## src/rtl/wpa_pkg.sv

```systemverilog
// wireframe primitive assembler package: topology codes, control struct, defaults
// used by every file of the block
package wpa_pkg;

   localparam int unsigned COORD_BITS_DEF = 12;
   localparam int unsigned TOPO_BITS      = 3;

   typedef enum logic [TOPO_BITS-1:0] {
      TOPO_TRIANGLES = 3'd0,
      TOPO_POINTS    = 3'd1,
      TOPO_LINES     = 3'd2,
      TOPO_STRIP     = 3'd3,
      TOPO_LOOP      = 3'd4,
      TOPO_TRI_STRIP = 3'd5,
      TOPO_TRI_FAN   = 3'd6
   } topo_type;

   // segments made by one vertex and whether the single one is a point
   typedef struct packed {
      logic [1:0] count;
      logic       is_point;
   } seg_ctl_type;

endpackage

```

## src/rtl/wpa_vertex_if.sv

```systemverilog
// vertex channel: valid/ready handshake with one screen vertex per transaction
// depends on wpa_pkg for the default coordinate width
interface wpa_vertex_if
   import wpa_pkg::*;
   #(parameter int unsigned COORD_BITS = COORD_BITS_DEF) ();
   logic                         valid;
   logic                         ready;
   logic signed [COORD_BITS-1:0] vertex_x;
   logic signed [COORD_BITS-1:0] vertex_y;
   logic                         list_start;
   logic                         list_end;

   modport source (output valid, vertex_x, vertex_y, list_start, list_end, input ready);
   modport sink   (input valid, vertex_x, vertex_y, list_start, list_end, output ready);
endinterface

```

## src/rtl/wpa_segment_if.sv

```systemverilog
// segment channel: valid/ready handshake with one segment or point per transaction
// depends on wpa_pkg for the default coordinate width
interface wpa_segment_if
   import wpa_pkg::*;
   #(parameter int unsigned COORD_BITS = COORD_BITS_DEF) ();
   logic                         valid;
   logic                         ready;
   logic signed [COORD_BITS-1:0] start_x;
   logic signed [COORD_BITS-1:0] start_y;
   logic signed [COORD_BITS-1:0] end_x;
   logic signed [COORD_BITS-1:0] end_y;
   logic                         is_point;
   logic                         last_of_run;

   modport source (output valid, start_x, start_y, end_x, end_y, is_point, last_of_run,
                   input ready);
   modport sink   (input valid, start_x, start_y, end_x, end_y, is_point, last_of_run,
                   output ready);
endinterface

```

## src/rtl/wpa_edge_gen.sv

```systemverilog
// edge generator: vertex history and list position, builds up to two segments per vertex
// depends on wpa_pkg
module wpa_edge_gen
   import wpa_pkg::*;
   #(parameter int unsigned COORD_BITS = COORD_BITS_DEF)
   (
   input  logic                      clock,
   input  logic                      reset,
   input  topo_type                  topology,
   input  logic                      accept,
   input  logic [COORD_BITS-1:0]     vertex_x,
   input  logic [COORD_BITS-1:0]     vertex_y,
   input  logic                      list_start,
   input  logic                      list_end,
   output logic [4*COORD_BITS-1:0]   seg0,
   output logic [4*COORD_BITS-1:0]   seg1,
   output seg_ctl_type               ctl
   );

   localparam int unsigned VB = 2 * COORD_BITS;

   logic [VB-1:0] first_ff, first_in;
   logic [VB-1:0] prev_ff, prev_in;
   logic [VB-1:0] prev2_ff, prev2_in;
   logic [1:0]    phase_ff, phase_in;
   logic [1:0]    seen_ff, seen_in;

   logic [VB-1:0] cur;
   logic [1:0]    n;
   logic [1:0]    ph;
   logic [1:0]    next_ph;

   assign cur = {vertex_x, vertex_y};

   always_comb begin
      n  = list_start ? 2'd0 : seen_ff;
      ph = (list_start || phase_ff == 2'd3) ? 2'd0 : phase_ff;
      seg0         = {prev_ff, cur};
      seg1         = {cur, prev2_ff};
      ctl.count    = 2'd0;
      ctl.is_point = 1'b0;
      next_ph      = 2'd0;
      unique case (topology)
         TOPO_TRIANGLES: begin
            ctl.count = (ph == 2'd0) ? 2'd0 : ph;
            next_ph   = (ph == 2'd2) ? 2'd0 : ph + 2'd1;
         end
         TOPO_POINTS: begin
            seg0         = {cur, cur};
            ctl.count    = 2'd1;
            ctl.is_point = 1'b1;
         end
         TOPO_LINES: begin
            ctl.count = (ph != 2'd0) ? 2'd1 : 2'd0;
            next_ph   = (ph != 2'd0) ? 2'd0 : 2'd1;
         end
         TOPO_STRIP: begin
            ctl.count = (n != 2'd0) ? 2'd1 : 2'd0;
         end
         TOPO_LOOP: begin
            seg1 = {cur, first_ff};
            if (n != 2'd0) begin
               ctl.count = list_end ? 2'd2 : 2'd1;
            end
         end
         TOPO_TRI_STRIP: begin
            ctl.count = (n >= 2'd2) ? 2'd2 : n;
         end
         TOPO_TRI_FAN: begin
            seg1      = {cur, first_ff};
            ctl.count = (n >= 2'd2) ? 2'd2 : n;
            if (n == 2'd3) begin
               seg0 = {cur, prev_ff};
            end
         end
         default: begin
            ctl.count = 2'd0;
         end
      endcase
   end

   always_comb begin
      first_in = first_ff;
      prev_in  = prev_ff;
      prev2_in = prev2_ff;
      phase_in = phase_ff;
      seen_in  = seen_ff;
      if (accept) begin
         if (n == 2'd0) begin
            first_in = cur;
         end
         prev2_in = prev_ff;
         prev_in  = cur;
         phase_in = next_ph;
         seen_in  = (n == 2'd3) ? 2'd3 : n + 2'd1;
      end
   end

   always_ff @(posedge clock) begin
      if (reset) begin
         first_ff <= '0;
         prev_ff  <= '0;
         prev2_ff <= '0;
         phase_ff <= 2'd0;
         seen_ff  <= 2'd0;
      end else begin
         first_ff <= first_in;
         prev_ff  <= prev_in;
         prev2_ff <= prev2_in;
         phase_ff <= phase_in;
         seen_ff  <= seen_in;
      end
   end

endmodule

```

## src/rtl/wpa_out_queue.sv

```systemverilog
// two-slot result register: holds the segments of one vertex and hands them out in order
// depends on wpa_pkg
module wpa_out_queue
   import wpa_pkg::*;
   #(parameter int unsigned COORD_BITS = COORD_BITS_DEF)
   (
   input  logic                    clock,
   input  logic                    reset,
   input  logic                    push,
   input  logic [4*COORD_BITS-1:0] seg0,
   input  logic [4*COORD_BITS-1:0] seg1,
   input  seg_ctl_type             ctl,
   output logic                    can_push,
   wpa_segment_if.source           rsp
   );

   localparam int unsigned SB = 4 * COORD_BITS;

   logic [SB-1:0] slot0_ff, slot0_in;
   logic [SB-1:0] slot1_ff, slot1_in;
   logic          point_ff, point_in;
   logic [1:0]    cnt_ff, cnt_in;
   logic          pop;

   assign pop      = rsp.valid && rsp.ready;
   assign can_push = (cnt_ff == 2'd0) || (cnt_ff == 2'd1 && rsp.ready);

   always_comb begin
      slot0_in = slot0_ff;
      slot1_in = slot1_ff;
      point_in = point_ff;
      cnt_in   = cnt_ff;
      priority if (push) begin
         slot0_in = seg0;
         slot1_in = seg1;
         point_in = ctl.is_point;
         cnt_in   = ctl.count;
      end else if (pop) begin
         slot0_in = slot1_ff;
         point_in = 1'b0;
         cnt_in   = cnt_ff - 2'd1;
      end
   end

   always_ff @(posedge clock) begin
      if (reset) begin
         cnt_ff <= 2'd0;
      end else begin
         cnt_ff <= cnt_in;
      end
   end

   always_ff @(posedge clock) begin
      slot0_ff <= slot0_in;
      slot1_ff <= slot1_in;
      point_ff <= point_in;
   end

   assign rsp.valid       = (cnt_ff != 2'd0);
   assign rsp.start_x     = slot0_ff[SB-1 -: COORD_BITS];
   assign rsp.start_y     = slot0_ff[SB-COORD_BITS-1 -: COORD_BITS];
   assign rsp.end_x       = slot0_ff[2*COORD_BITS-1 -: COORD_BITS];
   assign rsp.end_y       = slot0_ff[COORD_BITS-1:0];
   assign rsp.is_point    = point_ff;
   assign rsp.last_of_run = (cnt_ff == 2'd1);

endmodule

```

## src/rtl/wireframe_primitive_assembler.sv

```systemverilog
// wireframe primitive assembler top level: topology register, edge generator, result slots
// depends on wpa_pkg, wpa_vertex_if, wpa_segment_if, wpa_edge_gen, wpa_out_queue
//
// Vertices come in on req_bus and are turned into line segments or points on rsp_bus,
// following the topology held in the csr register (write with csr_write_en). A vertex
// that yields no segment or one segment is taken every cycle while rsp_bus is ready; a
// vertex with two segments (triangle close, loop close, triangle strip and fan) stalls
// req_bus until its first segment is taken: the output carries one segment per ready
// cycle from a two-slot result register. last_of_run marks each vertex's final segment.
// The user must change the topology only while idle; the block does not enforce it.
module wireframe_primitive_assembler
   import wpa_pkg::*;
   #(parameter int unsigned COORD_BITS = COORD_BITS_DEF)
   (
   input  logic                 clock,
   input  logic                 reset,
   input  logic                 csr_write_en,
   input  logic [TOPO_BITS-1:0] csr_write_data,
   wpa_vertex_if.sink           req_bus,
   wpa_segment_if.source        rsp_bus
   );

   topo_type                topology_ff, topology_in;
   logic                    accept;
   logic                    can_push;
   logic [4*COORD_BITS-1:0] seg0;
   logic [4*COORD_BITS-1:0] seg1;
   seg_ctl_type             ctl;

   assign topology_in   = csr_write_en ? topo_type'(csr_write_data) : topology_ff;
   assign req_bus.ready = can_push;
   assign accept        = req_bus.valid && can_push;

   always_ff @(posedge clock) begin
      if (reset) begin
         topology_ff <= TOPO_TRIANGLES;
      end else begin
         topology_ff <= topology_in;
      end
   end

   wpa_edge_gen #(.COORD_BITS(COORD_BITS)) u_edge_gen (
      .clock      (clock),
      .reset      (reset),
      .topology   (topology_ff),
      .accept     (accept),
      .vertex_x   (req_bus.vertex_x),
      .vertex_y   (req_bus.vertex_y),
      .list_start (req_bus.list_start),
      .list_end   (req_bus.list_end),
      .seg0       (seg0),
      .seg1       (seg1),
      .ctl        (ctl)
   );

   wpa_out_queue #(.COORD_BITS(COORD_BITS)) u_out_queue (
      .clock    (clock),
      .reset    (reset),
      .push     (accept),
      .seg0     (seg0),
      .seg1     (seg1),
      .ctl      (ctl),
      .can_push (can_push),
      .rsp      (rsp_bus)
   );

   // a point vertex always shows up as a single point transaction next cycle
   assert property (@(posedge clock) disable iff (reset)
      accept && topology_ff == TOPO_POINTS |=> rsp_bus.valid && rsp_bus.is_point
         && rsp_bus.last_of_run)
      else $error("point vertex did not give a point");

   assert property (@(posedge clock) disable iff (reset)
      rsp_bus.valid && !rsp_bus.ready |-> !req_bus.ready)
      else $error("vertex taken while result stalled");

   assert property (@(posedge clock) disable iff (reset)
      rsp_bus.valid && !rsp_bus.last_of_run && rsp_bus.ready |=> rsp_bus.valid)
      else $error("second segment of a vertex lost");

   assert property (@(posedge clock) disable iff (reset)
      accept && ctl.count == 2'd0 |=> !rsp_bus.valid)
      else $error("result shown for vertex without segments");

endmodule

```

## src/flat_wrapper.sv

```systemverilog
// flat-port wrapper written by rule: the top's interface ports become plain ports
module wireframe_primitive_assembler_flat import wpa_pkg::*;
#(parameter int unsigned COORD_BITS = COORD_BITS_DEF)
  (clock, reset, csr_write_en, csr_write_data, req_bus_valid, req_bus_vertex_x, req_bus_vertex_y, req_bus_list_start, req_bus_list_end, req_bus_ready, rsp_bus_valid, rsp_bus_start_x, rsp_bus_start_y, rsp_bus_end_x, rsp_bus_end_y, rsp_bus_is_point, rsp_bus_last_of_run, rsp_bus_ready);
  wpa_vertex_if #(.COORD_BITS(COORD_BITS)) req_bus_i ();
  wpa_segment_if #(.COORD_BITS(COORD_BITS)) rsp_bus_i ();
  input  logic clock;
  input  logic reset;
  input  logic csr_write_en;
  input  logic [TOPO_BITS-1:0] csr_write_data;
  input wire logic [$bits(req_bus_i.valid)-1:0] req_bus_valid;
  input wire logic [$bits(req_bus_i.vertex_x)-1:0] req_bus_vertex_x;
  input wire logic [$bits(req_bus_i.vertex_y)-1:0] req_bus_vertex_y;
  input wire logic [$bits(req_bus_i.list_start)-1:0] req_bus_list_start;
  input wire logic [$bits(req_bus_i.list_end)-1:0] req_bus_list_end;
  output wire logic [$bits(req_bus_i.ready)-1:0] req_bus_ready;
  output wire logic [$bits(rsp_bus_i.valid)-1:0] rsp_bus_valid;
  output wire logic [$bits(rsp_bus_i.start_x)-1:0] rsp_bus_start_x;
  output wire logic [$bits(rsp_bus_i.start_y)-1:0] rsp_bus_start_y;
  output wire logic [$bits(rsp_bus_i.end_x)-1:0] rsp_bus_end_x;
  output wire logic [$bits(rsp_bus_i.end_y)-1:0] rsp_bus_end_y;
  output wire logic [$bits(rsp_bus_i.is_point)-1:0] rsp_bus_is_point;
  output wire logic [$bits(rsp_bus_i.last_of_run)-1:0] rsp_bus_last_of_run;
  input wire logic [$bits(rsp_bus_i.ready)-1:0] rsp_bus_ready;
  assign req_bus_i.valid = req_bus_valid;
  assign req_bus_i.vertex_x = req_bus_vertex_x;
  assign req_bus_i.vertex_y = req_bus_vertex_y;
  assign req_bus_i.list_start = req_bus_list_start;
  assign req_bus_i.list_end = req_bus_list_end;
  assign req_bus_ready = req_bus_i.ready;
  assign rsp_bus_valid = rsp_bus_i.valid;
  assign rsp_bus_start_x = rsp_bus_i.start_x;
  assign rsp_bus_start_y = rsp_bus_i.start_y;
  assign rsp_bus_end_x = rsp_bus_i.end_x;
  assign rsp_bus_end_y = rsp_bus_i.end_y;
  assign rsp_bus_is_point = rsp_bus_i.is_point;
  assign rsp_bus_last_of_run = rsp_bus_i.last_of_run;
  assign rsp_bus_i.ready = rsp_bus_ready;
  wireframe_primitive_assembler #(.COORD_BITS(COORD_BITS)) u_core (.clock(clock), .reset(reset), .csr_write_en(csr_write_en), .csr_write_data(csr_write_data), .req_bus(req_bus_i), .rsp_bus(rsp_bus_i));
endmodule
```

## config.mk

```make
export PLATFORM = sky130hd
export DESIGN_NAME = wireframe_primitive_assembler_flat
export DESIGN_NICKNAME = d
export VERILOG_FILES = /design/src/rtl/wpa_pkg.sv /design/src/rtl/wpa_vertex_if.sv /design/src/rtl/wpa_segment_if.sv /design/src/rtl/wpa_edge_gen.sv /design/src/rtl/wpa_out_queue.sv /design/src/rtl/wireframe_primitive_assembler.sv /design/src/flat_wrapper.sv
export SDC_FILE = /design/constraint.sdc
export NUM_CORES = 1
export LEC_CHECK = 0
export ABC_AREA = 1
export BUFFER_PORTS_ARGS = -buffer_cell sky130_fd_sc_hd__buf_2
export CAP_MARGIN = 5
export CORE_MARGIN = 8
export CORE_UTILIZATION = 41
export DETAILED_ROUTE_END_ITERATION = 8
export HOLD_SLACK_MARGIN = 0.02
export REMOVE_ABC_BUFFERS = 1
export SYNTH_ARGS = -nofsm -noshare
export SYNTH_HDL_FRONTEND = slang
export SYNTH_HIERARCHICAL = 1
export SYNTH_SLANG_ARGS = --single-unit
```

## constraint.sdc

```tcl
create_clock -name clock -period 4.9 [get_ports clock]
set_clock_uncertainty 0.05 [all_clocks]
set_input_delay 0.735 -clock clock [delete_from_list [all_inputs] [get_ports clock]]
set_output_delay 0.735 -clock clock [all_outputs]
set_load 0.1 [all_outputs]
```

# Yosys cells after proc, flatten, opt, wreduce, memory -nomap -nowiden
# Index checks and enable logic that the tools add are counted.
[op_classes]
addsub = 3
magnitude_cmp = 1
n_eq_ne = 10
mux = 23
n_reduce_logical = 16
[op_table]
columns = ["operator", "count"]
rows = [
  ["$mux W48", 3],
  ["$pmux W48 S2", 1],
  ["$mux W24", 1],
  ["$mux W2", 10],
  ["$pmux W2 S6", 1],
  ["$eq A3 B3 Y1 const B", 3],
  ["$reduce_bool A2 Y1", 4],
  ["$eq A2 B2 Y1 const B", 3],
  ["$eq A3 B2 Y1 const B", 2],
  ["$logic_not A2 Y1", 3],
  ["$mux W1", 6],
  ["$add A2 B1 Y2 const B", 2],
  ["$pmux W2 S2", 1],
  ["$reduce_or A2 Y1", 2],
  ["$eq A3 B1 Y1 const B", 1],
  ["$logic_and A1 B1 Y1", 3],
  ["$logic_not A3 Y1", 1],
  ["$eq A2 B1 Y1 const B", 1],
  ["$ge A2 B2 Y1 const B", 1],
  ["$logic_or A1 B1 Y1", 2],
  ["$reduce_and A2 Y1", 1],
  ["$sub A2 B1 Y2 const B", 1],
]
[totals]
ff_bits = 178
in_bits = 34

# Logic depth before layout (Yosys ltp)
# Gate-level depths: netlist of the first run.
[depth]
ltp_word = 7
mapped_depth = 14
ltp_nobuf = 13

# Modules after synthesis
# Netlist of the first run, hierarchy kept.
[modules_own_cells]
columns = ["mod", "instances", "cells_each", "area_per_inst_um2", "seq_area_each_um2"]
rows = [
  ["wpa_edge_gen", 1, 571, 3844.9, 1521.5],
  ["wpa_out_queue", 1, 282, 3701.0, 2952.8],
  ["wireframe_primitive_assembler", 1, 21, 127.6, 60.1],
]

# Worst setup path before layout of the first run
# OpenSTA, ideal clock, no wires.
[synth_timing]
path_kind = "register -> register"
startpoint = "register u_core.u_out_queue.cnt_ff[0]"
endpoint = "register u_core.u_out_queue.point_ff (netlist: u_core/u_out_queue/rsp.is_point) (enable)"
setup_time_ps = 410
t_arrival_ps = 4468
required_ps = 4440
slack_ps = -27
path_stages_with_launch = 9
path_cell_list = "dfxtp_1 -> ha_1 -> nand2_1 -> nand2_1 -> nand2_1 -> inv_1 -> buf_6 -> inv_4 -> nand2_1"
[synth_via]
elab_chain_cells = 5
word_cells_on_any_way = 8
[synth_rtl]
columns = ["item", "line_no", "text"]
rows = [
  ["start: declaration", "wpa_out_queue.sv:22", "logic [1:0] cnt_ff, cnt_in;"],
  ["start signal: assignment", "wpa_out_queue.sv:49", "cnt_ff <= cnt_in;"],
  ["$eq A2 B1 Y1", "n/a", ""],
  ["via rsp_bus_last_of_run", "flat_wrapper.sv:23", "output wire logic [$bits(rsp_bus_i.last_of_run)-1:0] rsp_bus_last_of_run;"],
  ["$logic_and A1 B1 Y1", "wpa_out_queue.sv:26", "assign can_push = (cnt_ff == 2'd0) || (cnt_ff == 2'd1 && rsp.ready);"],
  ["$logic_or A1 B1 Y1", "wpa_out_queue.sv:26", ""],
  ["via req_bus_ready", "flat_wrapper.sv:16", "output wire logic [$bits(req_bus_i.ready)-1:0] req_bus_ready;"],
  ["$logic_and A1 B1 Y1", "wireframe_primitive_assembler.sv:32", "assign accept = req_bus.valid && can_push;"],
  ["via u_core.accept", "wireframe_primitive_assembler.sv:24", "logic accept;"],
  ["$reduce_bool A2 Y1 (no line)", "n/a", ""],
  ["end signal: assignment", "wpa_out_queue.sv:56", "point_ff <= point_in;"],
  ["end: declaration", "wpa_out_queue.sv:21", "logic point_ff, point_in;"],
]
# The timed path passes the listed nets, and every way through them passes these cells.
# A chain may end at the register's enable or synchronous reset.

# Worst setup path after layout of the first run
[layout_timing]
startpoint = "register u_core.u_out_queue.cnt_ff[0]"
endpoint = "register u_core.u_out_queue.slot0_ff[10] (enable)"
[layout_via]
elab_chain_cells = 5
word_cells_on_any_way = 8
[layout_rtl]
columns = ["item", "line_no", "text"]
rows = [
  ["$eq A2 B1 Y1", "wpa_out_queue.sv:26", ""],
  ["$logic_and A1 B1 Y1", "wpa_out_queue.sv:26", ""],
  ["$logic_or A1 B1 Y1 (*)", "wpa_out_queue.sv:26", ""],
  ["$logic_and A1 B1 Y1 (*)", "wireframe_primitive_assembler.sv:32", ""],
  ["via u_core.accept", "wireframe_primitive_assembler.sv:24", ""],
  ["$reduce_bool A2 Y1 (no line) (*)", "n/a", ""],
  ["end signal: assignment", "wpa_out_queue.sv:54", "slot0_ff <= slot0_in;"],
  ["end: declaration", "wpa_out_queue.sv:19", "logic [SB-1:0] slot0_ff, slot0_in;"],
]
# Mark *: on every way through the listed nets, which the timed path passes. The rest lies on a longest branch.

==> results of run 1 <==
[routing by layer]
metal	vias to the layer above	track usage [%]
li1	2903	-
met1	2577	17.9
met2	90	23.6
met3	18	3.83
met4	2	5.56
met5	-	0
[cells in the mapped netlist, types with 2 or more instances]
cell type,instances
a21oi_1,55
buf_2,22
buf_4,25
buf_6,6
clkbuf_1,19
dfxtp_1,81
edfxtp_1,97
ha_1,2
inv_1,49
inv_2,4
mux2_2,6
nand2_1,235
nand2_4,2
nand3_1,34
nand3b_1,2
nor2_1,119
o21ai_0,95
o21ai_1,11
[registers in the layout, summed over array words and instances, names as in the netlist]
signal	flops
u_core/u_out_queue/rsp.is_point	1
u_core/u_edge_gen/prev2_ff	24
u_core/topology_ff	3
u_core/u_out_queue/slot0_ff	48
u_core/u_out_queue/cnt_ff	2
u_core/u_edge_gen/first_ff	24
u_core/u_edge_gen/phase_ff	2
u_core/u_edge_gen/seen_ff	2
u_core/u_out_queue/slot1_ff	48
u_core/u_edge_gen/prev_ff	24
[cell families (layout without fill, tap and decap cells)]
group	after synthesis	in the layout	synth area share (%)
AOI/OAI and AO/OA	161	161	10.5
DFF	178	178	59.1
buffers and inverters	129	178	8.53
and+or+nand+nor	398	398	20.7
muxes	6	6	0.880
adders and majority gates	2	2	0.326
[per-stage QoR]
stage / TNS, ps / cells
3_3_place_gp: 0 / 1125
2_1_floorplan: -228690 / 800
3_5_place_dp: 0 / 1125
5_1_grt: 0 / 1157
4_1_cts: 0 / 1157
6_report: 0 / 1157
[layout make-up]
type | instances | area share [%]
Multi-Input combinational cell | 567 | 28.7
Clock inverter | 7 | 1.89
Timing Repair Buffer | 91 | 5.41
Tap cell | 234 | 3.37
Sequential cell | 178 | 52.2
Clock buffer | 25 | 6.06
Inverter | 55 | 2.43
[layout by cell type (no fill, tap or decap), drive strengths merged]
master    count
a21oi        55
buf          91
bufinv        5
clkbuf       25
clkinv        1
clkinvlp      1
dfxtp        81
edfxtp       97
ha            2
inv          55
mux2          6
nand2       237
nand3        35
nand3b        2
nand4         1
nor2        120
nor3          2
o21ai       106
or2           1
[critical path: cells and delay by family, from the launching register on]
kind / cells / cell delay [ps]
DFF: 1 / 380
and+or+nand+nor: 4 / 950
buffers and inverters: 3 / 1130
adders and majority gates: 1 / 190
[worst max path at each step]
| stage | startpoint | to | slack (ps) |
|---|---|---|---|
| after floorplan | u_core/u_out_queue/cnt_ff[0] | u_core/u_edge_gen/phase_ff[0] | -2140 |
| after global placement | rsp_bus_ready | u_core/u_out_queue/slot0_ff[10] | 1520 |
| after detailed placement | rsp_bus_ready | u_core/u_out_queue/slot0_ff[10] | 1480 |
| after CTS | u_core/u_out_queue/cnt_ff[0] | u_core/u_out_queue/rsp.is_point | 1760 |
| after global routing | u_core/u_out_queue/cnt_ff[0] | u_core/u_edge_gen/first_ff[16] | 1460 |
| final | u_core/u_out_queue/cnt_ff[0] | u_core/u_out_queue/slot0_ff[10] | 1830 |
==> metrics.md, run 1 <==
| Metric | Value |
|---|---|
| Outcome | `finished clean` |
| Starting density of the core | `between 40% and 50%` |
| Maxcap violations | `0` |
| RePlAce Congestion | `between 0.7 and 0.8` |
| Area of the die | `~23,000 sq um` |
| CORE AREA | `around 19,000 sq um` |
| Crit path max-delay cell type | `nand2_2` |
| Port-buffer cells | `85` |
| Synthesized flop and latch total | `178` |
| Pre-CTS setup slack | `~1500 ps` |
| # diodes | `0` |
| Final critical-path required period | `~3100 ps` |
| Clock root buffer | `clkbuf_16` |
| Hold path startpoint | `u_core/u_edge_gen/first_ff[15]` |
| Reg2reg path depth | `8` |
| GRT Total Usage | `between 10% and 20%` |
| Iteration count of the initial detailed-routing pass | `5` |
| Number of global-route vias before repair | `between 5,000 and 6,000` |
| Post-synth EDFFs | `a little under 100` |
| Hold WS | `422 ps` |
| Design area | `around 8700 sq um` |
| DP Area | `~8000 sq um` |
| Clock sink count | `around 180` |
| Predominant post-synthesis flop cell | `edfxtp_1` |
| Largest net degree at the start of global routing | `75` |
| Most frequent CP cell | `nand2_1` |
| Fin crit share | `between 60% and 70%` |
| First-pass GRT wire length | `27,100 um` |
| Vias per cell | `about 4.8` |
| Relative slew slack | `a little over two fifths` |
| Final Util | `between 40 and 50%` |
| TritonCTS clock tree | `built` |
| Hold EP | `u_core/u_edge_gen/first_ff[15]` |
| Max Slew Vio Count | `0` |
| RSZ-0062 raised after global routing | `no` |
| Register Area | `roughly 4500 sq um` |
| Final wirelength | `roughly 17,000 um` |
| Syn avg cell area | `approximately 9 sq um` |
| Worst Path Required | `slightly below 5000 ps` |
| Via count | `between 5,000 and 6,000` |
| Setup ws final | `1830 ps` |
| Num CTS Buffers | `17` |
| Worst setup SP type | `flop` |
| Clock transition at path regs | `about 70 ps` |
| Top cells by area, synth | `edfxtp_1 38%, dfxtp_1 21%, nand2_1 11%` |
| Die X | `153 um` |
| Avg WL per Cell | `14.4 um` |
| Die H | `153 um` |
| Top-area cell type share of the netlist area | `between 30% and 40%` |
| Terminus of the critical flop-to-flop path | `u_core/u_out_queue/slot0_ff[10]` |
| Routed met2 length | `between 8000 and 9000 um` |
| Maximum clock insertion buffer count | `2` |
| Cells on Worst Hold Path | `2` |
| Distinct cells, synth | `28` |
| Syn. warnings | `6` |
| Critical path fanouts, max | `51` |
| F_max | `between 300 and 400 MHz` |
| Mapped Cells | `approximately 900` |
| Top sig layer | `met5` |
| Register area share after synthesis | `between 50% and 60%` |
| # hold bufs at CTS | `0` |
| Hold Path Class | `flop to flop` |
| Nets@finish | `~950` |
| Fillers | `1,770` |
| Dominant cell type by area after synthesis | `edfxtp_1` |
| Syn Std Cell Area | `7670 sq um` |
| Multi-input gate area | `about 2500 sq um` |
| Metal-1 WL | `approximately 7600 um` |
| Layout area overhead | `13.2%` |
| Fraction of layout cells with a size suffix above 1 | `15.4%` |
| Final hold vios | `0` |
| Antenna violations before repair | `1` |
| Peak per-stage delay on the critical path | `740 ps` |
| Critical path class | `flop to flop` |
| Met3 WL post-DR | `between 700 and 800 um` |
| Cells along the critical path | `ha_1, nand2_1, nand2_1, nand2_1, inv_4, inv_4, nand2_2, buf_4` |
| Crit path capture type | `flop` |
| Cell Rows | `50` |
| CP arrival | `roughly 3100 ps` |
| Worst Max-Slew Pin Slew | `around 860 ps` |
| DPL Wire Length | `slightly below 10,000 um` |
| Post-CTS resize count | `0` |
| Postcts setup bufs | `0` |
| # IOs | `86` |
| Post-route ant nets | `0` |
| Clk_lat worst skew | `around 430 ps` |
| H-Tree Depth | `4` |
| 1st-iter DRT viols | `between 300 and 400` |
| R2R Setup Slk | `1830 ps` |
| Asr flop ratio synth | `0%` |
| Finish-stage setup viols | `0` |
| Grt total ovfl | `0` |
| Reg2reg start | `u_core/u_out_queue/cnt_ff[0]` |
| Residual DRC | `0` |
Power of run 1 is left out: the tool's default activity adds up to more than one toggle a clock period on the data nets, which glitch-free logic cannot reach.
==> run 2, diff against run 1 <==
--- a/config.mk
+++ b/config.mk
@@ -5,7 +5,7 @@
 export SDC_FILE = /design/constraint.sdc
 export NUM_CORES = 1
 export LEC_CHECK = 0
-export ABC_AREA = 1
+export ABC_AREA = 0
 export BUFFER_PORTS_ARGS = -buffer_cell sky130_fd_sc_hd__buf_2
 export CAP_MARGIN = 5
 export CORE_MARGIN = 8
==> constraint.sdc (replaced) <==
create_clock -name clock -period 2.7 [get_ports clock]
set_clock_uncertainty 0.05 [all_clocks]
set_input_delay 0.405 -clock clock [delete_from_list [all_inputs] [get_ports clock]]
set_output_delay 0.405 -clock clock [all_outputs]
set_load 0.1 [all_outputs]
==> run 2 against run 1 <==
Effect of this change: register-to-register slack worse by 1700 ps; critical endpoint is now u_core/u_out_queue/slot0_ff[42]; wire length is 7.5% lower; sequential cell count did not move; final area up 3.2%; critical path depth is 2 lower; largest cell class unchanged; highest routed layer unchanged; setup slack got worse by 1700 ps; die area rose by 1.0%; non-clock buffer count up 20; worst hold slack worse by 250 ps.
==> metrics.md, run 2 <==
| Metric | Value |
|---|---|
| Iteration count of the initial detailed-routing pass | `5 (unchanged)` |
| Outcome | `finished clean` |
| Power density cells | `between 900 and 1000 nW/um^2` |
| Postcts setup bufs | `0 (unchanged)` |
| Most frequent cells in the layout | `97 x edfxtp_1, 96 x mux2_2, 85 x buf_2` |
| Layout area overhead | `15.6%` |
| Top cells by area, synth | `edfxtp_1 38%, dfxtp_1 21%, mux2_2 14%` |
| R2R Setup Slk | `130 ps (-1700 ps)` |
| # hold bufs at CTS | `0 (unchanged)` |
| Synth Area in Compound Gates | `3.40% (-7.1 points)` |
| # diodes | `0 (unchanged)` |
| Worst Max-Slew Pin Slew | `935 ps (+70.8 ps)` |
| Main combinational cell family by area after synthesis | `multiplexers` |
| Die H | `154 um (+0.51%)` |
| Hold EP | `u_core/u_out_queue/slot1_ff[41]` |
| Vias per cell | `4.99 (+3.3%)` |
| Syn Std Cell Area | `7760 sq um (+1.1%)` |
| Reg2reg path depth | `6 (-2)` |
| Terminus of the critical flop-to-flop path | `u_core/u_out_queue/slot0_ff[42]` |
| Port-buffer cells | `85 (unchanged)` |
| Max Slew Vio Count | `0 (unchanged)` |
| Final wirelength | `15,400 um (-7.5%)` |
| Most common cell in the netlist | `edfxtp_1` |
| Biggest regs | `u_core/u_out_queue/slot0_ff x48, u_core/u_out_queue/slot1_ff x48` |
| Multiplexer share of the synthesized area | `25.0% (+24 points)` |
| Predominant post-synthesis flop cell | `edfxtp_1` |
| Post-synth EDFFs | `97 (unchanged)` |
| Num CTS Buffers | `17 (unchanged)` |
| Post-Synth XOR/XNOR Area | `0.113% (+0.11 points)` |
| Hold path startpoint | `req_bus_vertex_x[5]` |
| Area of the die | `23,600 sq um (+1.0%)` |
| Fraction of layout cells with a size suffix above 1 | `39.0% (+24 points)` |
| Largest net degree at the start of global routing | `52 (-31%)` |
| Syn avg cell area | `13.1 sq um (+49%)` |
| F_max | `389 MHz (+19%)` |
| Antenna violations before repair | `1 (unchanged)` |
| Total power | `about 8.5 mW` |
| Peak per-stage delay on the critical path | `750 ps (about the same)` |
| Post-CTS resize count | `0 (unchanged)` |
| Cells along the critical path | `nand2_1, or4_4, a21boi_4, buf_4, mux2_4, mux2_2` |
| Die X | `154 um (+0.51%)` |
| Cells on Worst Hold Path | `1 (-1)` |
| Met1 GRT Util | `17.0% (-0.92 points)` |
| Hold Path Class | `primary input to flop` |
| Clk_lat worst skew | `420 ps (about the same)` |
| Maximum clock insertion buffer count | `2 (unchanged)` |
| Crit path capture type | `flop` |
| Crit path max-delay cell type | `a21boi_4` |
| Reg2reg start | `u_core/u_edge_gen/seen_ff[1]` |
| DP Area | `8340 sq um (+4.2%)` |
| Residual DRC | `0 (unchanged)` |
| H-Tree Depth | `4 (unchanged)` |
| First-pass GRT wire length | `25,100 um (-7.4%)` |
| Max VDD drop | `a little under 0.4 mV` |
| Final hold vios | `0 (unchanged)` |
| Simple-gate share of the synthesized area | `7.13% (-14 points)` |
| GRT Total Usage | `13.3% (-1.1 points)` |
| Avg WL per Cell | `17.0 um (+18%)` |
| Worst Path Required | `2820 ps (-2140 ps)` |
| Critical path fanouts, max | `16 (-69%)` |
| Commonest non-fill, non-tap cell in the layout | `edfxtp_1` |
| Critical path class | `flop to flop` |
| Mapped Cells | `593 (-32%)` |
| Nets@finish | `698 (-26%)` |
| Hold WS | `169 ps (-253 ps)` |
| Worst setup SP type | `flop` |
| Cell Rows | `50 (unchanged)` |
| Relative slew slack | `37.5% (-4.8 points)` |
| Finish-stage setup viols | `0 (unchanged)` |
| Syn. warnings | `6 (unchanged)` |
| Starting density of the core | `41.6% (+0.19 points)` |
| Design area | `8970 sq um (+3.2%)` |
| Maxcap violations | `0 (unchanged)` |
| Leak Pwr | `approximately 3.6 nW` |
| Post-Synth Adder-Cell Area | `0.322% (-0.0037 points)` |
| Synthesized flop and latch total | `178 (unchanged)` |
| Global Route met3 Usage | `3.98% (+0.15 points)` |
| Register area share after synthesis | `58.4% (-0.67 points)` |
| Number of global-route vias before repair | `4,681 (-9.4%)` |
| Final critical-path required period | `2570 ps (-499 ps)` |
| # IOs | `86 (unchanged)` |
| Clock transition at path regs | `60 ps (about the same)` |
| CORE AREA | `18,600 sq um (+0.68%)` |
| Distinct cells, synth | `39 (+39%)` |
| Top cells by count, synth | `97 x edfxtp_1, 96 x mux2_2, 81 x dfxtp_1, 57 x nand2_1, 57 x nor2_1` |
| Clock sink count | `178 (unchanged)` |
| Asr flop ratio synth | `0% (unchanged)` |
| Most Crowded Layer GR | `met2` |
| Via count | `4,537 (-19%)` |
| GR Layer Usage met2 | `21.0% (-2.6 points)` |
| CP arrival | `2690 ps (-440 ps)` |
| Grt total ovfl | `0 (unchanged)` |
| RePlAce Congestion | `0.732 (+4.0%)` |
| 1st-iter DRT viols | `206 (-46%)` |
| Post-route ant nets | `0 (unchanged)` |
| Clock root buffer | `clkbuf_16` |
| RSZ-0062 raised after global routing | `no` |
| Fin crit share | `95.2% (+33 points)` |
| Dominant cell type by area after synthesis | `edfxtp_1` |
| Top-area cell type share of the netlist area | `37.5% (-0.43 points)` |
| DPL Wire Length | `9750 um (-1.8%)` |
| TritonCTS clock tree | `built` |
[run 2: cell count changes after synthesis, moves of 26 or more]
cell     before  now
a21oi_1      55   29
inv_1        49    4
mux2_2        6   96
mux2i_1       0   51
nand2_1     235   57
nand3_1      34    1
nor2_1      119   57
o21ai_0      95    3
[run 2: through the flow]
step | setup TNS (ps) | setup WS [ps] | utilization (%) | std cells
3_3_place_gp | 0 | 119 | 44.7 | 877
4_1_cts | 0 | 97.3 | 48.1 | 909
5_1_grt | 0 | 43.5 | 48.1 | 909
3_5_place_dp | 0 | 53.3 | 44.7 | 877
6_report | 0 | 130 | 48.1 | 909
2_1_floorplan | -985020 | -5660 | - | 532
[run 2: power by group]
group / switching, mW / internal [mW] / total [mW]
registers: 0.147 / 3.32 / 3.47
clock network: 0.985 / 1.56 / 2.55
logic: 1.89 / 0.607 / 2.50
[run 2: kinds of logic (layout without fill, tap and decap cells)]
| family | Yosys count | in the layout |
|---|---|---|
| compound gates | 44 | 44 |
| xor+xnor | 1 | 1 |
| fa+ha+maj | 2 | 2 |
| simple gates | 132 | 132 |
| mux | 171 | 171 |
| flops | 178 | 178 |
| buf+inv | 65 | 147 |
[run 2: worst max-delay path by stage]
stage / slack, ps / end / startpoint / cells after the start
6_report: 130 / u_core/u_out_queue/slot0_ff[42] / u_core/u_edge_gen/seen_ff[1] / 6
5_1_grt: 40 / u_core/u_out_queue/slot0_ff[42] / u_core/u_edge_gen/seen_ff[1] / 6
4_1_cts: 100 / u_core/u_out_queue/slot0_ff[42] / u_core/u_edge_gen/seen_ff[1] / 6
3_5_place_dp: 50 / u_core/u_out_queue/slot0_ff[42] / req_bus_list_start / 6
3_3_place_gp: 120 / u_core/u_out_queue/slot0_ff[46] / req_bus_list_start / 6
2_1_floorplan: -5660 / u_core/u_edge_gen/first_ff[0] / u_core/u_out_queue/cnt_ff[0] / 7
[run 2: area by class of cell]
type | count | area [sq um]
fillers | 1632 | 9670
flip-flops and latches | 178 | 4530
multi-input cells | 350 | 2800
repair buffers | 111 | 696
clock buffers | 27 | 577
well taps | 234 | 293
clock inverters | 5 | 57.6
inverters | 4 | 15.0
[run 2: routing by layer]
metal	routed length (um)	share of wire, %	up-vias
li1	-	-	2220
met1	7110	46	2202
met2	7250	47	99
met3	894	5.8	14
met4	180	1.2	2
met5	10	0.065	-
[run 2: critical path, delay by kind of cell (launching register included)]
family	cells	cell delay, ps
DFF	1	350
AOI/OAI and AO/OA	1	750
muxes	2	580
and+or+nand+nor	2	270
buffers and inverters	1	320
(Power assumes the default switching activity.)
==> run 3, diff against run 2 <==
--- a/config.mk
+++ b/config.mk
@@ -8,7 +8,7 @@
 export ABC_AREA = 0
 export BUFFER_PORTS_ARGS = -buffer_cell sky130_fd_sc_hd__buf_2
 export CAP_MARGIN = 5
-export CORE_MARGIN = 8
+export CORE_MARGIN = 10
 export CORE_UTILIZATION = 41
 export DETAILED_ROUTE_END_ITERATION = 8
 export HOLD_SLACK_MARGIN = 0.02
==> constraint.sdc (replaced) <==
create_clock -name clock -period 2.7 [get_ports clock]
set_clock_uncertainty 0.05 [all_clocks]
set_input_delay 0 -clock clock [delete_from_list [all_inputs] [get_ports clock]]
set_output_delay 0 -clock clock [all_outputs]
set_load 0.1 [all_outputs]
==> run 3 against run 2 <==
Effect of this change: critical path depth shrank 1; highest routed layer is now met4; via count grew 3.2%; setup slack gained 18 ps; register-to-register slack gained 20 ps; power shrank 2.3%; worst hold slack lost 120 ps; combinational power is essentially flat; final area grew 2.0%; critical path type unchanged; fmax grew 0.71%; clock power shrank 8.6%.
==> metrics.md, run 3 (same netlist as run 2, synthesis figures left out) <==
| Metric | Value |
|---|---|
| Combinational fraction of design power | `30.2% (+0.8 points)` |
| Worst Max-Slew Pin Slew | `949 ps (+13.8 ps)` |
| Fraction of layout cells with a size suffix above 1 | `35.9% (-3.1 points)` |
| Num CTS Buffers | `17 (unchanged)` |
| Relative slew slack | `36.4% (-1.1 points)` |
| Hold EP | `u_core/u_out_queue/slot1_ff[17]` |
| Fillers | `1,620 (-0.74%)` |
| Antenna violations before repair | `0 (-1)` |
| Reg2reg start | `u_core/topology_ff[0]` |
| Final hold vios | `0 (unchanged)` |
| Hold path startpoint | `req_bus_valid` |
| RePlAce Congestion | `0.729 (-0.36%)` |
| Internal | `5.29 mW (-3.8%)` |
| TritonCTS clock tree | `built` |
| Critical path class | `flop to flop` |
| GRT Total Usage | `13.3% (about the same)` |
| Area of the die | `24,800 sq um (+5.3%)` |
| Reg2reg path depth | `5 (-1)` |
| Post-CTS resize count | `0 (unchanged)` |
| Final Util | `49.1% (+0.98 points)` |
| Cells on Worst Hold Path | `2 (+1)` |
| First-pass GRT wire length | `25,900 um (+3.5%)` |
| Sw Ratio | `36.5% (+0.96 points)` |
| 1st-iter DRT viols | `229 (+11%)` |
| Terminus of the critical flop-to-flop path | `u_core/u_out_queue/slot0_ff[45]` |
| Hold Path Class | `primary input to flop` |
| Commonest non-fill, non-tap cell in the layout | `edfxtp_1` |
| Iteration count of the initial detailed-routing pass | `6 (+1)` |
| Final critical-path required period | `2550 ps (-18.2 ps)` |
| # diodes | `0 (unchanged)` |
| # IOs | `86 (unchanged)` |
| Post-route ant nets | `0 (unchanged)` |
| Cell Rows | `50 (unchanged)` |
| Maximum clock insertion buffer count | `2 (unchanged)` |
| Number of global-route vias before repair | `4,927 (+5.3%)` |
| Via count | `4,684 (+3.2%)` |
| Final wirelength | `16,100 um (+4.4%)` |
| Reg power frac | `41.8% (+1.1 points)` |
| Maxcap violations | `0 (unchanged)` |
| Clk_lat worst skew | `420 ps (about the same)` |
| Layout area overhead | `17.9%` |
| Avg WL per Cell | `17.3 um (+1.6%)` |
| Die H | `158 um (+2.6%)` |
| Largest net degree at the start of global routing | `83 (+60%)` |
| Total power | `8.32 mW (-2.3%)` |
| R2R Setup Slk | `150 ps (+20 ps)` |
| Residual DRC | `0 (unchanged)` |
| Outcome | `finished clean` |
| Vias per cell | `5.01 (+0.48%)` |
| Worst Path Required | `2820 ps (about the same)` |
| Setup ws final | `148 ps (+18.2 ps)` |
| Clock share of power | `28.0% (-1.9 points)` |
| Starting density of the core | `41.6% (unchanged)` |
| H-Tree Depth | `4 (unchanged)` |
| Fin crit share | `94.5% (-0.68 points)` |
| Clock transition at path regs | `60 ps (about the same)` |
| Hold WS | `47.1 ps (-122 ps)` |
| Power density cells | `909 nW/um^2 (-4.2%)` |
| Worst setup SP type | `flop` |
| RSZ-0062 raised after global routing | `no` |
| Biggest regs | `u_core/u_out_queue/slot0_ff x48, u_core/u_out_queue/slot1_ff x48` |
| Most frequent cells in the layout | `97 x edfxtp_1, 96 x mux2_2, 85 x buf_2` |
| Psw | `3.04 mW (+0.34%)` |
| Leak Pwr | `3.67 nW (+1.2%)` |
| Max VDD drop | `0.464 mV (+18%)` |
| Max Slew Vio Count | `0 (unchanged)` |
| Grt total ovfl | `0 (unchanged)` |
| Pre-CTS setup slack | `3.80 ps (-49.5 ps)` |
| Clock sink count | `178 (unchanged)` |
| Critical path fanouts, max | `10 (-6)` |
| CORE AREA | `18,600 sq um (unchanged)` |
| CP arrival | `2680 ps (about the same)` |
| F_max | `392 MHz (+0.71%)` |
| Port-buffer cells | `85 (unchanged)` |
| DPL Wire Length | `9840 um (+0.83%)` |
| Die X | `158 um (+2.6%)` |
| Crit path capture type | `flop` |
| Finish-stage setup viols | `0 (unchanged)` |
| Nets@finish | `723 (+3.6%)` |
| Clock root buffer | `clkbuf_16` |
==> run 3: timing repair <==
action	in CTS	in global routing
hold endpoints to repair	114	0
buffers inserted	0	0
endpoints found under the setup margin	1	0
hold buffers	33	0
==> run 3: metrics by stage <==
step	cell area (sq um)	instances	setup TNS, ps
detailed placement	8260	868	0
floorplan	7340	532	-985020
CTS	9150	934	0
finish	9150	934	0
global route	9150	934	0
global placement	8260	868	0
==> run 3: how the worst max path moves through the flow <==
| stage | slack (ps) | endpoint | startpoint | cells past startpoint |
|---|---|---|---|---|
| after global placement | 80 | u_core/u_out_queue/slot0_ff[39] | u_core/topology_ff[2] | 6 |
| final | 150 | u_core/u_out_queue/slot0_ff[45] | u_core/topology_ff[0] | 5 |
| after detailed placement | 4 | u_core/u_out_queue/slot0_ff[45] | u_core/topology_ff[0] | 5 |
| after global routing | 40 | u_core/u_out_queue/slot0_ff[29] | u_core/topology_ff[0] | 5 |
| after floorplan | -5660 | u_core/u_edge_gen/first_ff[0] | u_core/u_out_queue/cnt_ff[0] | 7 |
| after CTS | 140 | u_core/u_out_queue/slot0_ff[45] | u_core/topology_ff[0] | 5 |
==> run 3: worst max-delay path, stage by stage (launching register included) <==
cell      delay, ps
dfxtp_1         560
or4_4           260
a21boi_4        570
buf_4           300
mux2_4          300
mux2_2          260
==> run 3: routing by layer <==
metal / share of wire, % / global-route usage, %
met5: 0 / 0
met4: 1.6 / 4.50
met3: 4.6 / 3.69
met2: 47 / 21.7
met1: 46 / 16.6
==> run 3: cell type report <==
cell class | count | area, sq um | share of cell area (%)
clock inverter | 11 | 115 | 1.26
timing repair buffer | 135 | 946 | 10.3
tap | 234 | 293 | 3.20
multi-input combinational | 351 | 2810 | 30.7
sequential | 178 | 4530 | 49.5
clock buffer | 21 | 440 | 4.81
inverter | 4 | 15.0 | 0.164
==> run 3: power by group through the flow <==
stage / sequential, mW / clock [mW] / combinational, mW
after CTS: 3.48 / 2.40 / 2.54
after global placement: 3.52 / 0 / 2.46
after floorplan: 4.72 / 0 / 0.865
final: 3.48 / 2.33 / 2.52
after detailed placement: 3.53 / 0 / 2.50
after global routing: 3.52 / 2.50 / 2.64
